**config.mk**
```make
export PLATFORM = sky130hd
export DESIGN_NAME = led_strip_pattern_generator
export DESIGN_NICKNAME = d
export VERILOG_FILES = /design/src/hw/rtl/lspg_pkg.sv /design/src/hw/rtl/lspg_frame_seq.sv /design/src/hw/rtl/lspg_pixel_color.sv /design/src/hw/rtl/led_strip_pattern_generator.sv
export VERILOG_INCLUDE_DIRS = /design/src /design/src/hw/rtl
export SDC_FILE = /design/constraint.sdc
export NUM_CORES = 1
export LEC_CHECK = 0
export ABC_AREA = 1
export BUFFER_PORTS_ARGS = -buffer_cell sky130_fd_sc_hd__buf_2
export CORE_ASPECT_RATIO = 2
export CORE_MARGIN = 5
export CORE_UTILIZATION = 52
export DETAILED_ROUTE_END_ITERATION = 10
export PLACE_DENSITY = 0.72
export SETUP_SLACK_MARGIN = 0.4
export SYNTH_ARGS = -nofsm -noshare
export SYNTH_HDL_FRONTEND = slang
export SYNTH_SLANG_ARGS = --single-unit
```
**constraint.sdc**
```tcl
create_clock -name clk -period 6.6 [get_ports clk]
set_clock_uncertainty 0.1 [all_clocks]
set_input_delay 0.66 -clock clk [delete_from_list [all_inputs] [get_ports clk]]
set_output_delay 0.66 -clock clk [all_outputs]
set_load 0.1 [all_outputs]
```
**src/hw/rtl/led_strip_pattern_generator_defines.svh**
```systemverilog
// Assertion macros shared by the LED strip pattern generator RTL
`ifndef LED_STRIP_PATTERN_GENERATOR_DEFINES_SVH
`define LED_STRIP_PATTERN_GENERATOR_DEFINES_SVH

// same-cycle implication, sampled on clk, off during rst
`define LSPG_ASSERT_NOW(label, ante, cons) \
  label: assert property (@(posedge clk) disable iff (rst) (ante) |-> (cons)) \
    else $error("lspg assertion failed");

// next-cycle implication, sampled on clk, off during rst
`define LSPG_ASSERT_NEXT(label, ante, cons) \
  label: assert property (@(posedge clk) disable iff (rst) (ante) |=> (cons)) \
    else $error("lspg assertion failed");

`endif

```
**src/hw/rtl/lspg_pkg.sv**
```systemverilog
// Package: constants, types and color wheel of the LED strip pattern generator
package lspg_pkg;

  localparam int PIXEL_COUNT = 24;
  localparam int PIX_W = $clog2(PIXEL_COUNT);
  localparam int COLOR_W = 24;
  localparam int PNUM_W = 5;

  localparam logic [COLOR_W-1:0] WHITE_COLOR = 24'hFFFFFF;
  localparam logic [COLOR_W-1:0] BLACK_COLOR = 24'h000000;
  localparam logic [COLOR_W-1:0] BASE_COLOR_RESET = 24'hFF00FF;

  typedef enum logic [2:0] {
    MODE_ON            = 3'd0,
    MODE_DARK          = 3'd1,
    MODE_WHEEL         = 3'd2,
    MODE_STROBE        = 3'd3,
    MODE_CHASE         = 3'd4,
    MODE_CHASE_RAINBOW = 3'd5
  } mode_t;

  localparam logic [1:0] CFG_EFFECT_MODE = 2'd0;
  localparam logic [1:0] CFG_BASE_COLOR  = 2'd1;

  localparam logic [1:0] PHASE_LAST = 2'd2;

  typedef struct packed {
    logic [PIX_W-1:0] pix;
    logic [1:0]       mod3;
    logic             last;
    logic [7:0]       hue;
    logic [1:0]       phase;
    logic             strobe;
  } pix_ctx_t;

  function automatic logic [COLOR_W-1:0] wheel_color(input logic [7:0] pos);
    logic [7:0] w;
    logic [7:0] ws;
    logic [9:0] w3;
    logic [7:0] lo;
    logic [7:0] hi;
    logic [COLOR_W-1:0] c;
    w = 8'd255 - pos;
    if (w < 8'd85) begin
      ws = w;
    end else if (w < 8'd170) begin
      ws = w - 8'd85;
    end else begin
      ws = w - 8'd170;
    end
    w3 = 10'(ws) * 10'd3;
    lo = w3[7:0];
    hi = 8'd255 - lo;
    if (w < 8'd85) begin
      c = {hi, 8'd0, lo};
    end else if (w < 8'd170) begin
      c = {8'd0, lo, hi};
    end else begin
      c = {lo, hi, 8'd0};
    end
    return c;
  endfunction

endpackage

```
**src/hw/rtl/lspg_frame_seq.sv**
```systemverilog
// Frame sequencer: takes tick items, steps through the pixels, holds effect state
`include "led_strip_pattern_generator_defines.svh"

module lspg_frame_seq (
  input  logic               clk,
  input  logic               rst,
  input  logic               in_valid,
  input  logic               frame_tick,
  output logic               in_stall,
  input  logic               adv,
  input  lspg_pkg::mode_t    mode,
  output logic               pix_valid,
  output lspg_pkg::pix_ctx_t ctx
);

  logic                       busy;
  logic [lspg_pkg::PIX_W-1:0] cnt;
  logic [1:0]                 mod3;
  logic [7:0]                 hue;
  logic [1:0]                 phase;
  logic                       strobe;

  logic [7:0] hue_next;
  logic [1:0] phase_next;
  logic       strobe_next;
  logic [1:0] phase_eff;
  logic       is_last;
  logic       issue_last;
  logic       accept;
  logic       start;

  assign is_last    = cnt == lspg_pkg::PIX_W'(lspg_pkg::PIXEL_COUNT - 1);
  assign issue_last = busy && adv && is_last;
  assign in_stall   = busy && !issue_last;
  assign accept     = in_valid && !in_stall;
  assign start      = accept && frame_tick;
  assign phase_eff  = (phase > lspg_pkg::PHASE_LAST) ? lspg_pkg::PHASE_LAST : phase;

  always_comb begin
    hue_next    = hue;
    phase_next  = phase;
    strobe_next = strobe;
    case (mode)
      lspg_pkg::MODE_WHEEL: begin
        hue_next = hue + 8'd1;
      end
      lspg_pkg::MODE_STROBE: begin
        strobe_next = !strobe;
      end
      lspg_pkg::MODE_CHASE: begin
        phase_next = (phase_eff == lspg_pkg::PHASE_LAST) ? 2'd0 : phase_eff + 2'd1;
      end
      lspg_pkg::MODE_CHASE_RAINBOW: begin
        if (phase_eff == lspg_pkg::PHASE_LAST) begin
          hue_next = hue + 8'd1;
        end
        phase_next = (phase_eff == lspg_pkg::PHASE_LAST) ? 2'd0 : phase_eff + 2'd1;
      end
      default: begin
      end
    endcase
  end

  always_ff @(posedge clk) begin
    if (rst) begin
      busy   <= 1'b0;
      cnt    <= '0;
      mod3   <= 2'd0;
      hue    <= 8'd0;
      phase  <= 2'd0;
      strobe <= 1'b0;
    end else begin
      if (start) begin
        busy <= 1'b1;
        cnt  <= '0;
        mod3 <= 2'd0;
      end else if (busy && adv) begin
        if (is_last) begin
          busy <= 1'b0;
        end else begin
          cnt  <= cnt + 1'b1;
          mod3 <= (mod3 == 2'd2) ? 2'd0 : mod3 + 2'd1;
        end
      end
      if (issue_last) begin
        hue    <= hue_next;
        phase  <= phase_next;
        strobe <= strobe_next;
      end
    end
  end

  assign pix_valid  = busy;
  assign ctx.pix    = cnt;
  assign ctx.mod3   = mod3;
  assign ctx.last   = is_last;
  assign ctx.hue    = hue;
  assign ctx.phase  = phase_eff;
  assign ctx.strobe = strobe;

  `LSPG_ASSERT_NOW(a_phase_range, 1'b1, phase != 2'd3)
  `LSPG_ASSERT_NOW(a_mod3_start, busy && cnt == '0, mod3 == 2'd0)
  `LSPG_ASSERT_NEXT(a_frame_ends, issue_last && !(in_valid && frame_tick), !busy)

endmodule

```
**src/hw/rtl/lspg_pixel_color.sv**
```systemverilog
// Pixel color logic: effect mode and frame state to the color of one pixel
module lspg_pixel_color (
  input  lspg_pkg::mode_t             mode,
  input  logic [lspg_pkg::COLOR_W-1:0] base_color,
  input  lspg_pkg::pix_ctx_t          ctx,
  output logic [lspg_pkg::COLOR_W-1:0] color
);

  logic       lit;
  logic [9:0] rb_sum;
  logic [9:0] cr_sum;
  logic [9:0] cr_mod;

  assign lit    = ctx.mod3 == ctx.phase;
  assign rb_sum = 10'(ctx.pix) + 10'(ctx.hue);
  assign cr_sum = 10'(ctx.pix) - 10'(ctx.phase) + 10'(ctx.hue);
  assign cr_mod = (cr_sum >= 10'd255) ? cr_sum - 10'd255 : cr_sum;

  always_comb begin
    case (mode)
      lspg_pkg::MODE_ON: begin
        color = base_color;
      end
      lspg_pkg::MODE_WHEEL: begin
        color = lspg_pkg::wheel_color(rb_sum[7:0]);
      end
      lspg_pkg::MODE_STROBE: begin
        color = ctx.strobe ? lspg_pkg::WHITE_COLOR : lspg_pkg::BLACK_COLOR;
      end
      lspg_pkg::MODE_CHASE: begin
        color = lit ? base_color : lspg_pkg::BLACK_COLOR;
      end
      lspg_pkg::MODE_CHASE_RAINBOW: begin
        color = lit ? lspg_pkg::wheel_color(cr_mod[7:0]) : lspg_pkg::BLACK_COLOR;
      end
      default: begin
        color = lspg_pkg::BLACK_COLOR;
      end
    endcase
  end

endmodule

```
**src/hw/rtl/led_strip_pattern_generator.sv**
```systemverilog
// Top level of the LED strip pattern generator
// Usage:
// - Input channel (in_valid, in_stall, frame_tick): one item per frame request.
//   frame_tick = 1 starts a frame of PIXEL_COUNT pixel items; 0 is taken and dropped.
// - Output channel (out_valid, out_stall, pixel_number, pixel_color, last_pixel):
//   one item per pixel in strip order, last_pixel high on the final one.
// - Config channel (cfg_valid, cfg_ready, cfg_index, cfg_data): index 0 effect mode,
//   index 1 base color; cfg_ready is always high; write only while idle.
// Timing:
// - First pixel item: the taken tick item sets the sequencer's busy flag, then the
//   first pixel is loaded into the output register and out_valid rises.
// - One pixel per cycle unless out_stall holds it: a frame is PIXEL_COUNT (24)
//   pixels, set by the pixel counter. The next tick item is taken in the cycle
//   the last pixel issues, so frames run back to back.
// - Effect state (hue, chase phase, strobe) advances when a frame's last pixel issues.
// Reset: rst clears state, mode to on, base color to magenta, no item in flight.
// Stall: out_stall holds the output register; the pixel counter waits and in_stall
// stays high until the frame can finish.
`include "led_strip_pattern_generator_defines.svh"

module led_strip_pattern_generator (
  input  logic                          clk,
  input  logic                          rst,
  input  logic                          in_valid,
  output logic                          in_stall,
  input  logic                          frame_tick,
  output logic                          out_valid,
  input  logic                          out_stall,
  output logic [lspg_pkg::PNUM_W-1:0]   pixel_number,
  output logic [lspg_pkg::COLOR_W-1:0]  pixel_color,
  output logic                          last_pixel,
  input  logic                          cfg_valid,
  output logic                          cfg_ready,
  input  logic [1:0]                    cfg_index,
  input  logic [lspg_pkg::COLOR_W-1:0]  cfg_data
);

  lspg_pkg::mode_t              effect_mode;
  logic [lspg_pkg::COLOR_W-1:0] base_color;

  logic                         out_load;
  logic                         adv;
  logic                         pix_valid;
  lspg_pkg::pix_ctx_t           ctx;
  logic [lspg_pkg::COLOR_W-1:0] color;

  assign cfg_ready = 1'b1;

  always_ff @(posedge clk) begin
    if (rst) begin
      effect_mode <= lspg_pkg::MODE_ON;
      base_color  <= lspg_pkg::BASE_COLOR_RESET;
    end else if (cfg_valid && cfg_ready) begin
      case (cfg_index)
        lspg_pkg::CFG_EFFECT_MODE: begin
          effect_mode <= lspg_pkg::mode_t'(cfg_data[2:0]);
        end
        lspg_pkg::CFG_BASE_COLOR: begin
          base_color <= cfg_data;
        end
        default: begin
        end
      endcase
    end
  end

  assign out_load = !out_valid || !out_stall;
  assign adv      = pix_valid && out_load;

  lspg_frame_seq u_seq (
    .clk        (clk),
    .rst        (rst),
    .in_valid   (in_valid),
    .frame_tick (frame_tick),
    .in_stall   (in_stall),
    .adv        (adv),
    .mode       (effect_mode),
    .pix_valid  (pix_valid),
    .ctx        (ctx)
  );

  lspg_pixel_color u_color (
    .mode       (effect_mode),
    .base_color (base_color),
    .ctx        (ctx),
    .color      (color)
  );

  always_ff @(posedge clk) begin
    if (rst) begin
      out_valid <= 1'b0;
    end else if (out_load) begin
      out_valid <= pix_valid;
    end
  end

  always_ff @(posedge clk) begin
    if (adv) begin
      pixel_number <= lspg_pkg::PNUM_W'(ctx.pix);
      pixel_color  <= color;
      last_pixel   <= ctx.last;
    end
  end

  `LSPG_ASSERT_NOW(a_last_number, out_valid && last_pixel,
    pixel_number == lspg_pkg::PNUM_W'(lspg_pkg::PIXEL_COUNT - 1))
  `LSPG_ASSERT_NEXT(a_cfg_mode, cfg_valid && cfg_index == lspg_pkg::CFG_EFFECT_MODE,
    effect_mode == $past(cfg_data[2:0]))
  `LSPG_ASSERT_NEXT(a_cfg_color, cfg_valid && cfg_index == lspg_pkg::CFG_BASE_COLOR,
    base_color == $past(cfg_data))

endmodule

```
==> run_results.csv <==
group,metric,value,unit
routing,drt-initial-drc-count,225,
finish,multiInputGateArea,0.00389,mm²
die,die_x,86.5,µm
finish,antenna_cells,0,
routing,wl_per_cell,15.9,µm
yosys,synth_area_per_cell,7.24,µm²
pwr,power_frac_clock,0.363,
place,dp_hpwl,13200,µm
finish,area_growth,19.7,%
yosys,ys_seq_area_frac,0.302,
routing,routed_wl,17300,µm
pwr,power_leakage,3.38,nW
timing,finalHoldViolCount,0,
routing,vias,6023,
timing,maxClockFrequency,167,MHz
pwr,p_int,0.873,mW
timing,final.min_clock_period,5.99,ns
finish,final_common_cell,"nand2_1",
critical_path,slowest_stage,"fa_2",
timing,worst_slew_pin_slew,1.05,ns
yosys,ys.flop_type,"dfxtp_1",
yosys,ys_types,52,
routing,via_per_inst,5.54,
critical_path,cp-end-kind,"register",
yosys,synth_top_area_cell,"dfxtp_1",
die,dieArea,0.0141,mm²
place,gp_congestion,0.875,
global_route,antenna_found_initial,0,
global_route,grt_pass1_vias,5737,
yosys,synthCells,842,
critical_path,worstPathArrival,5.94,ns
pwr,power_density,181,mW/mm²
worst_hold_path,hold_path_class,"register to register",
routing,dr.pass1.iters,5,
clock_network,cts_buffers,9,
routing,antenna_left,0,
place,dpl_cell_area,0.00657,mm²
yosys,netlist_area,0.00609,mm²
timing,fin_hold_ws,0.369,ns
finish,seqCellArea,0.00185,mm²
pwr,p_comb_frac,0.236,
critical_path,crit_path_max_incr_delay,0.53,ns
finish,nNetsFinal,1029,
global_route,grt_overflow,0,
clock_network,clk_pin_slew,0.07,ns
pwr,pwr-share-seq,0.401,
timing,fin_tns_setup,0,ns
global_route,grt_pass1_wl,26900,µm
clock_network,numClockSinks,77,
timing,fin_crit_sh,0.907,
place,portBuffers,63,
yosys,synth_area_leaders,"dfxtp_1 15%, edfxtp_1 15%, nand2_1 12%",
clock_network,clk_latency,0.35,ns
yosys,synth_edf_count,30,
critical_path,required,6.55,ns
timing,drv_slew,0,
yosys,synthesis.nets,933,
critical_path,crit_path_frequent_cell,"inv_1",
yosys,synth-seq-cells,77,
critical_path,critical_path_class,"register to register",
timing,grt_setup_unrepaired,"yes",
finish,fillerInstances,1076,
timing,slew_headroom,0.301,
global_route,grt_max_degree,34,
finish,utilization,0.627,
timing,final-setup-viol-count,0,
clock_network,cts-root-buf,"clkbuf_16",
finish,stdcell_area,0.00729,mm²
clock_network,cts_buffer_depth,2,
critical_path,cp-start-kind,"register",
finish,final_layout_size_suffix_gt1_frac,0.222,
flow_run,drv_cap,0,
yosys,netlist.area_leader.share,0.154,
routing,drcViolationCount,0,
critical_path,cp_max_fo,7,
die,rows,56,
die,initial_core_util,0.524,
yosys,async_flop_share,0,
pwr,ir_drop,167,µV
die,dieHeight,163,µm
pwr,finalPower,1.32,mW
clock_network,h-tree-depth,3,
finish,final_cell_mix,"192 x nand2_1, 104 x inv_1, 64 x buf_2",
global_route,grt.total_usage,0.246,
pwr,p_sw_frac,0.338,
run_status,status,"finished clean",
die,core_area,0.0116,mm²
die,io_pins,65,
clock_network,cts_tree,"yes",
pwr,switching_power,0.446,mW
yosys,yosysWarnings,0,
final timing paths:
kind | startpoint | to | slack [ns] | cells after the start
worst max-delay path | u_seq.phase[0] | pixel_color[6] | 0.61 | 35
worst min-delay path | base_color[21] | base_color[21] | 0.37 | 2
worst max register to register | u_seq.phase[0] | pixel_color[6] | 0.61 | 35
worst min register to register | base_color[21] | base_color[21] | 0.37 | 2
routing by layer:
| layer | GRT usage | vias up | wire [µm] |
|---|---|---|---|
| met5 | 0 | - | 0 |
| met4 | 0.179 | 0 | 1400 |
| met3 | 0.0419 | 73 | 727 |
| met2 | 0.471 | 176 | 9370 |
| met1 | 0.221 | 2769 | 5850 |
| li1 | - | 3005 | - |
through the flow:
step | instances | setup WS [ns]
2_1_floorplan | 842 | 0.797
3_3_place_gp | 1037 | 0.371
3_5_place_dp | 1037 | 0.194
4_1_cts | 1054 | 0.376
5_1_grt | 1088 | 0.277
6_report | 1088 | 0.615
cell usage after synthesis (all sizes together) (3+ instances only):
cell type  number
nor2           59
nand4          15
a22oi           6
nand2         220
o211ai         18
a21oi          53
buf             6
a211oi          4
dfxtp          47
inv           114
xnor2           4
nor3           16
o2111ai         8
o21ai          43
o311ai          3
xor2           27
clkbuf         16
ha             54
nand3          68
clkinv          3
or2             5
nand3b          3
fa              5
edfxtp         30
critical path: cells and delay by family, from the launching register on:
family	cells	cell delay, ns
simple gates	14	1.89
fa+ha+maj	6	1.86
compound gates	6	0.70
xor+xnor	2	0.42
buf+inv	7	0.38
flops	1	0.32
kinds of logic after synthesis:
kind of cell / count (synthesis) / share of synthesized area
AO/OA/AOI/OAI: 144 / 0.143
buffers and inverters: 139 / 0.0887
flip-flops: 77 / 0.302
adder cells (fa/ha/maj): 59 / 0.127
AND/OR/NAND/NOR: 391 / 0.293
other: 1 / 0.000615
XOR/XNOR: 31 / 0.0446
state kept, by name, indices dropped and copies added, names as in the netlist:
| register | count |
|---|---|
| u_seq.mod3 | 2 |
| out_valid | 1 |
| pixel_number | 5 |
| effect_mode | 3 |
| u_seq.cnt | 5 |
| u_seq.strobe | 1 |
| u_seq.pix_valid | 1 |
| base_color | 24 |
| u_seq.phase | 2 |
| u_seq.hue | 8 |
| pixel_color | 24 |
| last_pixel | 1 |
cell type report:
class,count,area share
sequential,77,0.253
multi-input combinational,627,0.533
tap,145,0.0249
clock inverter,7,0.00858
inverter,117,0.0616
timing repair buffer,106,0.0877
clock buffer,9,0.0309
power by group through the flow:
stage,Clock [mW],Sequential [mW],Combinational [mW]
after CTS,0.488,0.529,0.290
after global placement,0,0.539,0.283
final,0.479,0.529,0.311
after detailed placement,0,0.539,0.286
after global routing,0.503,0.531,0.338
after floorplan,0,0.613,0.144
what timing repair did:
item                                    4_1_cts  5_1_grt
pin swaps                                     1       21
hold buffers                                  0        0
buffers inserted                              1       32
gates cloned                                  0        2
endpoints found under the setup margin       11       18
gates resized for setup                       8       43
(Power assumes the default switching activity.)
